===== src/rtl/afbw_pkg.sv =====
package afbw_pkg;

  localparam int unsigned CHAN_MAX   = 255;
  localparam int unsigned CHAN_N     = 3;
  localparam int unsigned SUM_W      = 11;
  localparam int unsigned DIV3_MUL   = 683;
  localparam int unsigned DIV3_SHIFT = 11;
  localparam int unsigned DIV_STEPS  = 2;
  localparam int unsigned DIV_STAGES = 4;
  localparam int unsigned CFG_IDX_W  = 2;
  localparam int unsigned CFG_DATA_W = 32;

  typedef enum logic [CFG_IDX_W-1:0] {
    REG_ALPHA_TOL   = 2'd0,
    REG_TRANSPARENT = 2'd1
  } afbw_reg_t;

  typedef struct packed {
    logic [7:0] dark_blue;
    logic [7:0] dark_green;
    logic [7:0] dark_red;
    logic [7:0] light_blue;
    logic [7:0] light_green;
    logic [7:0] light_red;
    logic       last_in;
  } afbw_in_t;

  typedef struct packed {
    logic [7:0] res_blue;
    logic [7:0] res_green;
    logic [7:0] res_red;
    logic [7:0] res_alpha;
    logic       last_out;
  } afbw_out_t;

  typedef struct packed {
    logic       sat;
    logic [7:0] rem;
    logic [7:0] low;
    logic [7:0] quot;
  } afbw_lane_t;

  typedef struct packed {
    logic                    last;
    logic                    visible;
    logic [7:0]              alpha;
    afbw_lane_t [CHAN_N-1:0] lane;
  } afbw_div_t;

endpackage


===== src/rtl/afbw_alpha.sv =====
module afbw_alpha
  import afbw_pkg::*;
(
  input  logic       clk,
  input  logic       rst_n,
  input  logic [7:0] tol,
  input  logic       in_valid,
  output logic       in_stall,
  input  afbw_in_t   in_data,
  output logic       dn_valid,
  input  logic       dn_stall,
  output afbw_div_t  dn_data
);

  logic             a_valid_r;
  logic [SUM_W-1:0] a_sum_r;
  logic [7:0]       a_dark_r [CHAN_N];
  logic             a_last_r;

  logic             b_valid_r;
  logic [7:0]       b_alpha_r;
  logic [7:0]       b_dark_r [CHAN_N];
  logic             b_last_r;

  logic             c_valid_r;
  afbw_div_t        c_data_r;

  logic             a_adv, b_adv, c_adv;
  logic [9:0]       dark_sum, light_sum;
  logic [SUM_W-1:0] a_sum_nxt;
  logic [SUM_W+9:0] prod;
  logic [9:0]       quot3;
  logic [7:0]       b_alpha_nxt;
  afbw_div_t        c_data_nxt;

  assign c_adv    = !c_valid_r || !dn_stall;
  assign b_adv    = !b_valid_r || c_adv;
  assign a_adv    = !a_valid_r || b_adv;
  assign in_stall = !a_adv;
  assign dn_valid = c_valid_r;
  assign dn_data  = c_data_r;

  always_comb begin
    dark_sum  = 10'(in_data.dark_blue) + 10'(in_data.dark_green) + 10'(in_data.dark_red);
    light_sum = 10'(in_data.light_blue) + 10'(in_data.light_green) + 10'(in_data.light_red);
    a_sum_nxt = SUM_W'(CHAN_N * CHAN_MAX) + SUM_W'(dark_sum) - SUM_W'(light_sum);
  end

  always_comb begin
    prod        = (SUM_W + 10)'(a_sum_r) * (SUM_W + 10)'(DIV3_MUL);
    quot3       = prod[DIV3_SHIFT +: 10];
    b_alpha_nxt = (quot3 > 10'(CHAN_MAX)) ? 8'(CHAN_MAX) : quot3[7:0];
  end

  always_comb begin
    logic [15:0] num;
    c_data_nxt         = '0;
    c_data_nxt.last    = b_last_r;
    c_data_nxt.alpha   = b_alpha_r;
    c_data_nxt.visible = b_alpha_r > tol;
    for (int c = 0; c < CHAN_N; c++) begin
      num                      = {b_dark_r[c], 8'h00} - {8'h00, b_dark_r[c]};
      c_data_nxt.lane[c].sat   = b_dark_r[c] >= b_alpha_r;
      c_data_nxt.lane[c].rem   = num[15:8];
      c_data_nxt.lane[c].low   = num[7:0];
      c_data_nxt.lane[c].quot  = '0;
    end
  end

  always_ff @(posedge clk) begin
    if (!rst_n) begin
      a_valid_r <= 1'b0;
      b_valid_r <= 1'b0;
      c_valid_r <= 1'b0;
    end else begin
      if (a_adv) begin
        a_valid_r <= in_valid;
      end
      if (b_adv) begin
        b_valid_r <= a_valid_r;
      end
      if (c_adv) begin
        c_valid_r <= b_valid_r;
      end
    end
  end

  always_ff @(posedge clk) begin
    if (a_adv && in_valid) begin
      a_sum_r     <= a_sum_nxt;
      a_dark_r[0] <= in_data.dark_blue;
      a_dark_r[1] <= in_data.dark_green;
      a_dark_r[2] <= in_data.dark_red;
      a_last_r    <= in_data.last_in;
    end
    if (b_adv && a_valid_r) begin
      b_alpha_r <= b_alpha_nxt;
      b_dark_r  <= a_dark_r;
      b_last_r  <= a_last_r;
    end
    if (c_adv && b_valid_r) begin
      c_data_r <= c_data_nxt;
    end
  end

endmodule


===== src/rtl/afbw_div_stage.sv =====
module afbw_div_stage
  import afbw_pkg::*;
(
  input  logic      clk,
  input  logic      rst_n,
  input  logic      up_valid,
  output logic      up_stall,
  input  afbw_div_t up_data,
  output logic      dn_valid,
  input  logic      dn_stall,
  output afbw_div_t dn_data
);

  logic      valid_r;
  afbw_div_t data_r;
  afbw_div_t data_nxt;
  logic      adv;

  assign adv      = !valid_r || !dn_stall;
  assign up_stall = !adv;
  assign dn_valid = valid_r;
  assign dn_data  = data_r;

  // Restoring division, one quotient bit per step for each color lane.
  always_comb begin
    logic [8:0] trial;
    logic       qbit;
    data_nxt = up_data;
    for (int c = 0; c < CHAN_N; c++) begin
      for (int k = 0; k < DIV_STEPS; k++) begin
        trial = {data_nxt.lane[c].rem, data_nxt.lane[c].low[7]};
        if (trial >= {1'b0, data_nxt.alpha}) begin
          data_nxt.lane[c].rem = 8'(trial - {1'b0, data_nxt.alpha});
          qbit                 = 1'b1;
        end else begin
          data_nxt.lane[c].rem = trial[7:0];
          qbit                 = 1'b0;
        end
        data_nxt.lane[c].low  = {data_nxt.lane[c].low[6:0], 1'b0};
        data_nxt.lane[c].quot = {data_nxt.lane[c].quot[6:0], qbit};
      end
    end
  end

  always_ff @(posedge clk) begin
    if (!rst_n) begin
      valid_r <= 1'b0;
    end else if (adv) begin
      valid_r <= up_valid;
    end
  end

  always_ff @(posedge clk) begin
    if (adv && up_valid) begin
      data_r <= data_nxt;
    end
  end

endmodule


===== src/rtl/alpha_from_black_white_pair_unit.sv =====
// Throughput: one pixel per cycle; three alpha stages, four two-bit divider stages
// and the output register each hold one pixel, and a stall only freezes full stages.
// Reset (rst_n low at a rising edge) empties the pipeline and clears
// alpha_tolerance and transparent_word to zero.
module alpha_from_black_white_pair_unit
  import afbw_pkg::*;
(
  input  logic                  clk,
  input  logic                  rst_n,
  input  logic                  in_valid,
  output logic                  in_stall,
  input  afbw_in_t              in_data,
  output logic                  out_valid,
  input  logic                  out_stall,
  output afbw_out_t             out_data,
  input  logic                  cfg_we,
  input  logic [CFG_IDX_W-1:0]  cfg_index,
  input  logic [CFG_DATA_W-1:0] cfg_wdata
);

  logic [7:0]            tol_r;
  logic [CFG_DATA_W-1:0] transparent_r;

  logic      div_valid [0:DIV_STAGES];
  logic      div_stall [0:DIV_STAGES];
  afbw_div_t div_data  [0:DIV_STAGES];

  logic      out_valid_r;
  afbw_out_t out_data_r;
  afbw_out_t out_data_nxt;
  logic      out_adv;

  always_ff @(posedge clk) begin
    if (!rst_n) begin
      tol_r         <= '0;
      transparent_r <= '0;
    end else if (cfg_we) begin
      unique case (cfg_index)
        REG_ALPHA_TOL:   tol_r         <= cfg_wdata[7:0];
        REG_TRANSPARENT: transparent_r <= cfg_wdata;
        default: ;
      endcase
    end
  end

  afbw_alpha u_alpha (
    .clk      (clk),
    .rst_n    (rst_n),
    .tol      (tol_r),
    .in_valid (in_valid),
    .in_stall (in_stall),
    .in_data  (in_data),
    .dn_valid (div_valid[0]),
    .dn_stall (div_stall[0]),
    .dn_data  (div_data[0])
  );

  for (genvar g = 0; g < DIV_STAGES; g++) begin : g_div
    afbw_div_stage u_stage (
      .clk      (clk),
      .rst_n    (rst_n),
      .up_valid (div_valid[g]),
      .up_stall (div_stall[g]),
      .up_data  (div_data[g]),
      .dn_valid (div_valid[g+1]),
      .dn_stall (div_stall[g+1]),
      .dn_data  (div_data[g+1])
    );
  end

  assign out_adv               = !out_valid_r || !out_stall;
  assign div_stall[DIV_STAGES] = !out_adv;
  assign out_valid             = out_valid_r;
  assign out_data              = out_data_r;

  always_comb begin
    afbw_div_t d;
    d                     = div_data[DIV_STAGES];
    out_data_nxt.last_out = d.last;
    if (d.visible) begin
      out_data_nxt.res_blue  = d.lane[0].sat ? 8'(CHAN_MAX) : d.lane[0].quot;
      out_data_nxt.res_green = d.lane[1].sat ? 8'(CHAN_MAX) : d.lane[1].quot;
      out_data_nxt.res_red   = d.lane[2].sat ? 8'(CHAN_MAX) : d.lane[2].quot;
      out_data_nxt.res_alpha = d.alpha;
    end else begin
      out_data_nxt.res_blue  = transparent_r[7:0];
      out_data_nxt.res_green = transparent_r[15:8];
      out_data_nxt.res_red   = transparent_r[23:16];
      out_data_nxt.res_alpha = transparent_r[31:24];
    end
  end

  always_ff @(posedge clk) begin
    if (!rst_n) begin
      out_valid_r <= 1'b0;
    end else if (out_adv) begin
      out_valid_r <= div_valid[DIV_STAGES];
    end
  end

  always_ff @(posedge clk) begin
    if (out_adv && div_valid[DIV_STAGES]) begin
      out_data_r <= out_data_nxt;
    end
  end

endmodule


===== config.mk =====
export PLATFORM = sky130hd
export DESIGN_NAME = alpha_from_black_white_pair_unit
export DESIGN_NICKNAME = d
export VERILOG_FILES = /design/src/rtl/afbw_pkg.sv /design/src/rtl/afbw_alpha.sv /design/src/rtl/afbw_div_stage.sv /design/src/rtl/alpha_from_black_white_pair_unit.sv
export SDC_FILE = /design/constraint.sdc
export NUM_CORES = 1
export LEC_CHECK = 0
export BUFFER_PORTS_ARGS = -buffer_cell sky130_fd_sc_hd__buf_2
export CAP_MARGIN = 25
export CORE_MARGIN = 2
export CORE_UTILIZATION = 40
export CTS_BUF_LIST = sky130_fd_sc_hd__clkbuf_2 sky130_fd_sc_hd__clkbuf_4 sky130_fd_sc_hd__clkbuf_8
export CTS_CLUSTER_SIZE = 24
export DETAILED_ROUTE_END_ITERATION = 10
export GPL_TIMING_DRIVEN = 0
export PLACE_DENSITY = 0.56
export SYNTH_ARGS = -nofsm -noshare
export SYNTH_HDL_FRONTEND = slang
export SYNTH_SLANG_ARGS = --single-unit

===== constraint.sdc =====
create_clock -name clk -period 8.1 [get_ports clk]
set_input_delay 2.43 -clock clk [delete_from_list [all_inputs] [get_ports clk]]
set_output_delay 2.43 -clock clk [all_outputs]
set_load 0.005 [all_outputs]

==> flow_summary.yaml, run 1 <==
floorplanning:
  rows: 96
  initial_core_util_pct: 40.44
  dieWidth_microns: 267.3
  die_area_sq_mm: 0.07146
  dieHeight_microns: 267.3
  core_area_sq_mm: 0.06859
  io_pins: 123
routing:
  wl_per_cell_microns: 16.96
  drc: 0
  vias_per_cell: 5.058
  postRouteAntennaNets: 0
  drt_iter0_drc: 831
  drtPass1Iterations: 5
  via_count: 18402
  drt_wl_total_mm: 61.68
clocking:
  cts_sinks: 431
  post_cts_buffers: 0
  clk_pin_slew_ns: 0.06
  clock_latency_ns: 0.67
  holdBufCountCts: 0
  numCtsBuffers: 74
  htreeDepth: 3
  cts_resized: 0
  cts_tree: "done"
  cts_root_buffer: "clkbuf_8"
  clockBufferDepth: 3
global_route:
  grt_antenna_before_repair: 3
  grt_max_degree: 37
  grt_usage_pct: 17.62
  grt-ovfl-total: 0
  grt_pass1_wl_mm: 98.61
  grt_pass1_vias: 19095
critical_path:
  worst_path_most_repeated_cell: "and3_1"
  cp.depth: 7
  reg2reg_depth: 16
  crit_required_ns: 5.67
  worst-path-buf-inv: 2
  critPathTopFamily: "simple AND/OR/NAND/NOR gates"
  crit_slowest_cell: "and2_1"
  path_class: "primary input to output pin"
  ff2ff_setup_slack_ns: 2.53
  crit_chain: "buf_2 -> and3_1 -> and2_1 -> and3_1 -> and2_1 -> and3_1 -> buf_2"
  critPathMaxFanout: 5
  r2r-start: "u_alpha.a_sum_r[1]"
  reg2reg_to: "u_alpha.b_alpha_r[7]"
  cp_data_arrival_time_ns: 4.19
  cp-start-kind: "primary input"
  critPathMaxStageDelay_ns: 0.34
  critPathCaptureType: "output pin"
yosys:
  synth_edf_count: 383
  ys_warn_count: 0
  ys.flop_type: "edfxtp_1"
  syn_nets: 2923
  synth_seq_cells: 431
  yosysTopAreaCellShare_pct: 41.47
  netlist_area_sq_mm: 0.02774
  yosys-top-cells-area: "edfxtp_1 41%, ha_1 15%, fa_1 3.8%"
  synth-seq-area-share_pct: 44.93
  avgSynthCellArea_sq_um: 11.36
  synth.most_common_cell: "edfxtp_1"
  async_reset_ff_share_pct: 0
  synth_cell_types: 72
  synth_commonest_cells: "383 x edfxtp_1, 341 x ha_1, 229 x inv_1, 170 x a21oi_1, 155 x nand2_1"
  syn-instance-count: 2442
  yosys.area.top_type: "edfxtp_1"
timing:
  relSlewSlack_pct: 27.84
  drv_slew: 0
  worst_pin_slew_ns: 1.080
  rsz0062_at_grt: "false"
  fin_crit_ns: 6.624
  setup-violations-final: 0
  post-route-period-util_pct: 81.78
  fmax_ghz: 0.1510
  skew_ns: 0.03623
  hold_violations: 0
final_layout:
  num-fill-cells: 6271
  nets: 3130
  finish.instance_area_sq_mm: 0.03135
  syn_to_final_growth_pct: 13.04
  utilization_pct: 45.71
  finalNonFillerCells: 3638
  seqCellArea_sq_mm: 0.01246
  drive_gt1_share_pct: 14.39
  multi_input_area_sq_mm: 0.01436
status:
  status: "finished clean"
min_path:
  worstHoldPathCells: 0
  hold_class: "register to register"
  min-delay-start: "g_div[2].u_stage.dn_data[28]"
  holdPathEnd: "g_div[3].u_stage.dn_data[30]"
pwr:
  p_total_mw: 10.94
  ir_drop_mv: 0.7333
  power_density_mw_per_mm2: 348.9
  cellLeakagePower_nw: 13.10
placement:
  hpwl_mm: 49.27
  post_dp_cell_area_sq_mm: 0.02978
  finalWeightedCongestion: 0.8640
  io_buffers: 121
  dp.cells: 3504
job:
  timing.max_cap.violations: 0
==> sequential cells by signal, summed over array words and instances (netlist names) <==
signal / count
out_data: 33
u_alpha.dn_valid: 1
u_alpha.a_last_r: 1
u_alpha.b_alpha_r: 8
tol_r: 8
g_div.u_stage.dn_data: 220
transparent_r: 32
u_alpha.b_last_r: 1
u_alpha.a_sum_r: 11
g_div.u_stage.dn_valid: 4
out_valid: 1
u_alpha.a_valid_r: 1
u_alpha.b_valid_r: 1
u_alpha.a_dark_r: 24
u_alpha.dn_data: 61
u_alpha.b_dark_r: 24
==> worst max-delay path by stage <==
stage | end | from | slack [ns]
after floorplan | g_div[1].u_stage.dn_data[0] | out_stall | 0.26
after global placement | g_div[1].u_stage.dn_data[73] | out_stall | -1.86
after detailed placement | in_stall | out_stall | 1.47
after CTS | in_stall | out_stall | 1.47
after global routing | in_stall | out_stall | 1.32
final | in_stall | out_stall | 1.48
==> logic make-up after synthesis <==
group / after synthesis / synth area share [%]
adders and majority gates: 393 / 19.14
buffers and inverters: 261 / 3.541
DFF: 431 / 44.93
xor gates and xnor gates: 157 / 4.958
muxes: 107 / 4.448
AOI/OAI and AO/OA: 551 / 13.25
and+or+nand+nor: 542 / 9.735
==> power breakdown <==
part / internal (mW) / switching [mW]
combinational: 2.70 / 3.40
clock: 1.17 / 0.895
sequential: 2.68 / 0.0921
==> per-stage QoR <==
stage	TNS [ns]	hold WS (ns)	setup WS [ns]
2_1_floorplan	0	0.4003	0.2563
3_3_place_gp	-112.54	0.4048	-1.856
3_5_place_dp	0	0.4045	1.473
4_1_cts	0	0.4044	1.468
5_1_grt	0	0.4201	1.322
6_report	0	0.4040	1.476
==> layout by cell type (no fill, tap or decap), types with 12 or more instances in the layout <==
| cell type | n |
|---|---|
| a21boi_0 | 39 |
| a21o_1 | 59 |
| a21oi_1 | 170 |
| and3_1 | 14 |
| buf_2 | 123 |
| clkbuf_1 | 27 |
| clkbuf_4 | 20 |
| clkbuf_8 | 76 |
| clkinv_1 | 14 |
| dfxtp_1 | 48 |
| edfxtp_1 | 383 |
| fa_1 | 52 |
| ha_1 | 341 |
| inv_1 | 229 |
| mux2_2 | 63 |
| mux2_4 | 16 |
| mux2i_1 | 25 |
| nand2_1 | 155 |
| nand2b_1 | 45 |
| nand3_1 | 24 |
| nand4_1 | 25 |
| nor2_1 | 120 |
| nor2b_1 | 61 |
| nor3_1 | 35 |
| o21a_1 | 26 |
| o21ai_0 | 125 |
| o21bai_1 | 26 |
| o22a_1 | 21 |
| o31ai_1 | 12 |
| xnor2_1 | 114 |
| xor2_1 | 43 |
==> layout make-up <==
type,count,area share (%)
inverter,231,2.766
sequential,431,39.75
clock buffer,96,3.815
timing repair buffer,131,2.570
buffer,30,0.3671
multi-input combinational,1750,45.81
clock inverter,35,1.181
tap,931,3.715
antenna,3,0.02394
==> metal layers <==
layer  track usage, %  vias up  wire length, microns
li1                 -     9288                     -
met1            21.04     8668                 26890
met2            31.29      305                 30390
met3            2.611      139                  1818
met4            7.941        2                  2566
met5                0        -                    12
Note: power is estimated with default switching activity, not from simulation.
==> inputs of run 2 (changes only) <==
==> constraint.sdc (replaced) <==
create_clock -name clk -period 5.5 [get_ports clk]
set_input_delay 1.65 -clock clk [delete_from_list [all_inputs] [get_ports clk]]
set_output_delay 1.65 -clock clk [all_outputs]
set_load 0.005 [all_outputs]
==> flow_summary.yaml, run 2 (same netlist as run 1, synthesis figures left out) <==
status:
  status: "finished clean"
critical_path:
  critPathCaptureType: "register"
  worst_path_most_repeated_cell: "inv_1"
  cp_data_arrival_time_ns: 5.66
  reg2reg_depth: 18
  startpoint: "u_alpha.a_sum_r[8]"
  critPathMaxFanout: 4
  crit_slowest_cell: "or4_1"
  path_class: "register to register"
  r2r-start: "u_alpha.a_sum_r[8]"
  critPathMaxStageDelay_ns: 0.54
  crit_chain: "ha_1 -> ha_1 -> inv_1 -> fa_1 -> inv_1 -> fa_1 -> inv_1 -> fa_1 -> inv_1 -> ha_1 -> a21o_1 -> a221oi_1 -> a311oi_2 -> nand4_1 -> o21ba_2 -> xor2_1 -> nand4_2 -> or4_1"
  ff2ff_setup_slack_ns: 0.23
  crit_required_ns: 5.89
  cp-start-kind: "register"
floorplanning:
  dieHeight_microns: 267.3
  rows: 96
  initial_core_util_pct: 40.44
  core_area_sq_mm: 0.06859
  io_pins: 123
  die_area_sq_mm: 0.07146
  dieWidth_microns: 267.3
timing:
  setup-violations-final: 0
  worst_pin_slew_ns: 1.048
  skew_ns: 0.04114
  post-route-period-util_pct: 95.90
  fmax_ghz: 0.1896
  fin_crit_ns: 5.275
  drv_slew: 0
  relSlewSlack_pct: 29.23
  hold_violations: 0
  layout_setup_ws_ns: 0.2254
  setup_tns_ns: 0
final_layout:
  finalNonFillerCells: 3670
  largest_reg_flops: 220
  drive_gt1_share_pct: 15.97
  layout_commonest_cell: "edfxtp_1"
  finish.instance_area_sq_mm: 0.03171
  num-fill-cells: 6269
  syn_to_final_growth_pct: 14.34
  final_cell_mix: "383 x edfxtp_1, 338 x ha_1, 226 x inv_1"
  nets: 3156
routing:
  wl_per_cell_microns: 16.78
  vias_per_cell: 5.057
  via_count: 18559
  drtPass1Iterations: 5
  postRouteAntennaNets: 0
  drc: 0
  drt_iter0_drc: 921
  drt_wl_total_mm: 61.59
pwr:
  ir_drop_mv: 1.070
  cellLeakagePower_nw: 13.27
  power_frac_seq_pct: 24.3
  combPwrFrac_pct: 56.6
  power_density_mw_per_mm2: 527.2
  switching_power_mw: 6.617
  p_int_mw: 10.10
  power_switching_share_pct: 39.58
  clockPowerShare_pct: 19.0
global_route:
  grt-ovfl-total: 0
  grt_pass1_vias: 19035
  grt_antenna_before_repair: 2
  grt_usage_pct: 17.51
  grt_max_degree: 37
  grt_pass1_wl_mm: 98.63
placement:
  dp.cells: 3504
  pre_cts_ws_ns: -0.3625
  finalWeightedCongestion: 0.8557
  io_buffers: 121
  hpwl_mm: 48.77
  post_dp_cell_area_sq_mm: 0.02978
min_path:
  worstHoldPathCells: 0
  min-delay-start: "u_alpha.dn_data[60]"
  hold_class: "register to register"
clocking:
  htreeDepth: 3
  clock_latency_ns: 0.66
  cts_root_buffer: "clkbuf_8"
  cts_sinks: 431
  cts_tree: "done"
  numCtsBuffers: 77
  clk_pin_slew_ns: 0.06
  clockBufferDepth: 3
job:
  timing.max_cap.violations: 0
## run 2: cell count changes in the layout (fill, tap and decap cells not counted), sizes merged
cell and change:
buf +23, clkbuf +16, clkinv -8, clkinvlp +4, bufinv -1, diode -1, inv -1
## run 2: critical path: cells and delay by family, from the launching register on
family	cells	cell delay (ns)
AO/OA/AOI/OAI	4	0.95
AND/OR/NAND/NOR	3	0.87
buffers and inverters	4	0.21
adder cells (fa/ha/maj)	6	2.44
flip-flops	1	0.40
XOR/XNOR	1	0.16
## run 2: metrics by stage
stage                     util, %  total power, mW  hold slack [ns]
final                       46.24            16.72           0.4048
after global routing        46.23            18.32           0.4044
after CTS                   45.88            16.48           0.4033
after detailed placement    43.42            13.08           0.4045
after global placement      43.03            12.92           0.4029
after floorplan                 -            11.08           0.4003
## run 2: what timing repair did
action,CTS,global route
resized for setup,0,18
hold buffers,0,0
setup endpoints to repair,1,39
setup buffers,2,21
pin swaps,2,12
## run 2: metal layers
metal	routed length (microns)	global-route usage, %	share of wire (%)	vias to the layer above
li1	-	-	-	9363
met1	27150	21.34	44	8765
met2	30700	31.26	50	322
met3	1927	2.685	3.1	109
met4	1812	6.256	2.9	0
met5	0	0	0	-
## run 2: worst paths after layout
| check | endpoint |
|---|---|
| worst min register to register | g_div[0].u_stage.dn_data[62] |
| worst max register to register | u_alpha.b_alpha_r[7] |
| worst max-delay path | u_alpha.b_alpha_r[7] |
| worst min-delay path | g_div[0].u_stage.dn_data[62] |
## run 2: layout make-up
class / instances / area (sq um) / area share [%]
Tap cell: 931 / 1165 / 3.673
Inverter: 231 / 878.3 / 2.770
Buffer: 30 / 117.6 / 0.3709
Timing Repair Buffer: 154 / 978.4 / 3.085
Antenna cell: 2 / 5.005 / 0.01578
Clock inverter: 29 / 317.8 / 1.002
Clock buffer: 112 / 1354 / 4.269
Sequential cell: 431 / 12460 / 39.30
Multi-Input combinational cell: 1750 / 14440 / 45.52
## run 2: power by group through the flow
stage	clock [mW]	combinational (mW)	sequential, mW
floorplan	0	7.00	4.09
global placement	0	8.76	4.17
detailed placement	0	8.93	4.16
CTS	3.28	9.11	4.09
global route	3.43	10.8	4.08
finish	3.18	9.47	4.07
==> inputs of run 3 (changes only) <==
--- a/config.mk
+++ b/config.mk
@@ -13,7 +13,7 @@
 export CTS_CLUSTER_SIZE = 24
 export DETAILED_ROUTE_END_ITERATION = 10
 export GPL_TIMING_DRIVEN = 0
-export PLACE_DENSITY = 0.56
+export PLACE_DENSITY = 0.54
 export SYNTH_ARGS = -nofsm -noshare
 export SYNTH_HDL_FRONTEND = slang
 export SYNTH_SLANG_ARGS = --single-unit
==> constraint.sdc (replaced) <==
create_clock -name clk -period 6.5 [get_ports clk]
set_input_delay 0.325 -clock clk [delete_from_list [all_inputs] [get_ports clk]]
set_output_delay 0.325 -clock clk [all_outputs]
set_load 0.05 [all_outputs]
==> flow_summary.yaml, run 3 (same netlist as run 1, synthesis figures left out) <==
routing:
  drt_wl_total_mm: 62.36
  wl_per_cell_microns: 16.87
  drt_iter0_drc: 954
  drc: 0
  vias_per_cell: 5.047
  postRouteAntennaNets: 0
  via_count: 18660
  drtPass1Iterations: 5
timing:
  fmax_ghz: 0.1799
  worst_pin_slew_ns: 0.9664
  fin_hold_ws_ns: 0.07368
  fin_crit_ns: 5.560
  drv_slew: 0
  hold_violations: 0
  setup-violations-final: 0
  relSlewSlack_pct: 35.43
  skew_ns: 0.03151
  rsz0062_at_grt: "false"
  post-route-period-util_pct: 85.54
floorplanning:
  rows: 96
  io_pins: 123
  initial_core_util_pct: 40.44
  dieWidth_microns: 267.3
  core_area_sq_mm: 0.06859
  dieHeight_microns: 267.3
  die_area_sq_mm: 0.07146
critical_path:
  cp.depth: 16
  path_class: "register to register"
  crit_chain: "ha_1 -> inv_1 -> fa_1 -> inv_1 -> fa_1 -> fa_1 -> fa_1 -> ha_1 -> o21a_1 -> a221oi_1 -> a311oi_2 -> nand4_1 -> o21ba_2 -> xor2_1 -> nand4_2 -> or4_1"
  worst-path-buf-inv: 2
  crit_end: "u_alpha.b_alpha_r[7]"
  startpoint: "u_alpha.a_sum_r[1]"
  cp-start-kind: "register"
  crit_slowest_cell: "or4_1"
  crit_required_ns: 6.89
  r2r-start: "u_alpha.a_sum_r[1]"
  worst_path_most_repeated_cell: "fa_1"
  critPathMaxStageDelay_ns: 0.55
  reg2reg_depth: 16
  critPathMaxFanout: 8
  ff2ff_setup_slack_ns: 0.94
  cp_data_arrival_time_ns: 5.95
  reg2reg_to: "u_alpha.b_alpha_r[7]"
  critPathCaptureType: "register"
  critPathTopFamily: "adder cells"
clocking:
  clk_pin_slew_ns: 0.07
  cts_resized: 0
  cts_tree: "done"
  htreeDepth: 3
  cts_sinks: 431
  numCtsBuffers: 75
  cts_root_buffer: "clkbuf_8"
  clock_latency_ns: 0.66
  clockBufferDepth: 3
final_layout:
  drive_gt1_share_pct: 14.29
  final_cell_mix: "383 x edfxtp_1, 341 x ha_1, 229 x inv_1"
  largest_reg_flops: 220
  layout_commonest_cell: "edfxtp_1"
  nets: 3189
  num-fill-cells: 6220
  syn_to_final_growth_pct: 15.30
  finish.instance_area_sq_mm: 0.03198
min_path:
  hold_class: "primary input to register"
global_route:
  grt_max_degree: 36
  grt_usage_pct: 17.89
  grt_antenna_before_repair: 1
  grt_pass1_wl_mm: 100.1
  grt-ovfl-total: 0
  grt_pass1_vias: 19295
pwr:
  cellLeakagePower_nw: 13.37
  power_density_mw_per_mm2: 428.5
  ir_drop_mv: 0.8527
placement:
  io_buffers: 121
  finalWeightedCongestion: 0.8632
  post_dp_cell_area_sq_mm: 0.02976
  hpwl_mm: 49.43
status:
  status: "finished clean"
job:
  timing.max_cap.violations: 0
## run 3: per-stage QoR
stage	power [mW]	util, %	std cells	setup TNS [ns]	setup WS (ns)
finish	13.70	46.63	3697	0	0.9399
CTS	13.86	46.62	3696	0	0.9095
floorplan	9.381	-	2442	0	0.5276
detailed placement	11.08	43.39	3503	0	0.9239
global route	15.13	46.63	3697	0	0.5911
global placement	10.91	43.02	3494	-78.69	-1.301
## run 3: repair_timing
item,CTS,global route
endpoints found under the hold margin,67,0
hold buffers,59,0
setup buffers,0,0
## run 3: report_power, final
| part | switching [mW] | internal [mW] | leakage [nW] |
|---|---|---|---|
| sequential | 0.113 | 3.34 | 3.83 |
| clock | 1.13 | 1.50 | 0.855 |
| combinational | 4.23 | 3.39 | 8.69 |
## run 3: worst min-delay path by stage
| stage | start | endpoint | slack, ns | cells past startpoint |
|---|---|---|---|---|
| finish | rst_n | transparent_r[13] | 0.07 | 2 |
| global route | rst_n | transparent_r[9] | 0.06 | 2 |
| CTS | rst_n | transparent_r[13] | 0.0001 | 2 |
| detailed placement | u_alpha.dn_data[9] | g_div[0].u_stage.dn_data[11] | 0.40 | 0 |
| global placement | u_alpha.dn_data[83] | g_div[0].u_stage.dn_data[83] | 0.40 | 0 |
| floorplan | u_alpha.dn_data[8] | g_div[0].u_stage.dn_data[10] | 0.40 | 0 |
## run 3: per-layer routing
layer	vias up	global-route usage [%]	wire [microns]
met1	8798	21.52	27150
met5	-	0	0
met3	135	2.850	1928
li1	9408	-	-
met4	0	8.047	2726
met2	319	31.44	30550
## run 3: final cells by class
type / count / area (sq um) / area share (%)
antenna: 1 / 2.502 / 0.007825
buffer: 30 / 115.1 / 0.3600
clock buffer: 110 / 1383 / 4.323
clock inverter: 24 / 245.2 / 0.7669
inverter: 231 / 867.1 / 2.711
multi-input combinational: 1750 / 14360 / 44.92
sequential: 431 / 12460 / 38.97
tap: 931 / 1165 / 3.643
timing repair buffer: 189 / 1376 / 4.304
## run 3: worst reg2reg max path, stage by stage (launching register included)
cell and delay [ns]:
edfxtp_1 0.46, ha_1 0.33, inv_1 0.08, fa_1 0.48
inv_1 0.05, fa_1 0.53, fa_1 0.45, fa_1 0.50
ha_1 0.35, o21a_1 0.16, a221oi_1 0.09, a311oi_2 0.44
nand4_1 0.20, o21ba_2 0.24, xor2_1 0.16, nand4_2 0.22
or4_1 0.55
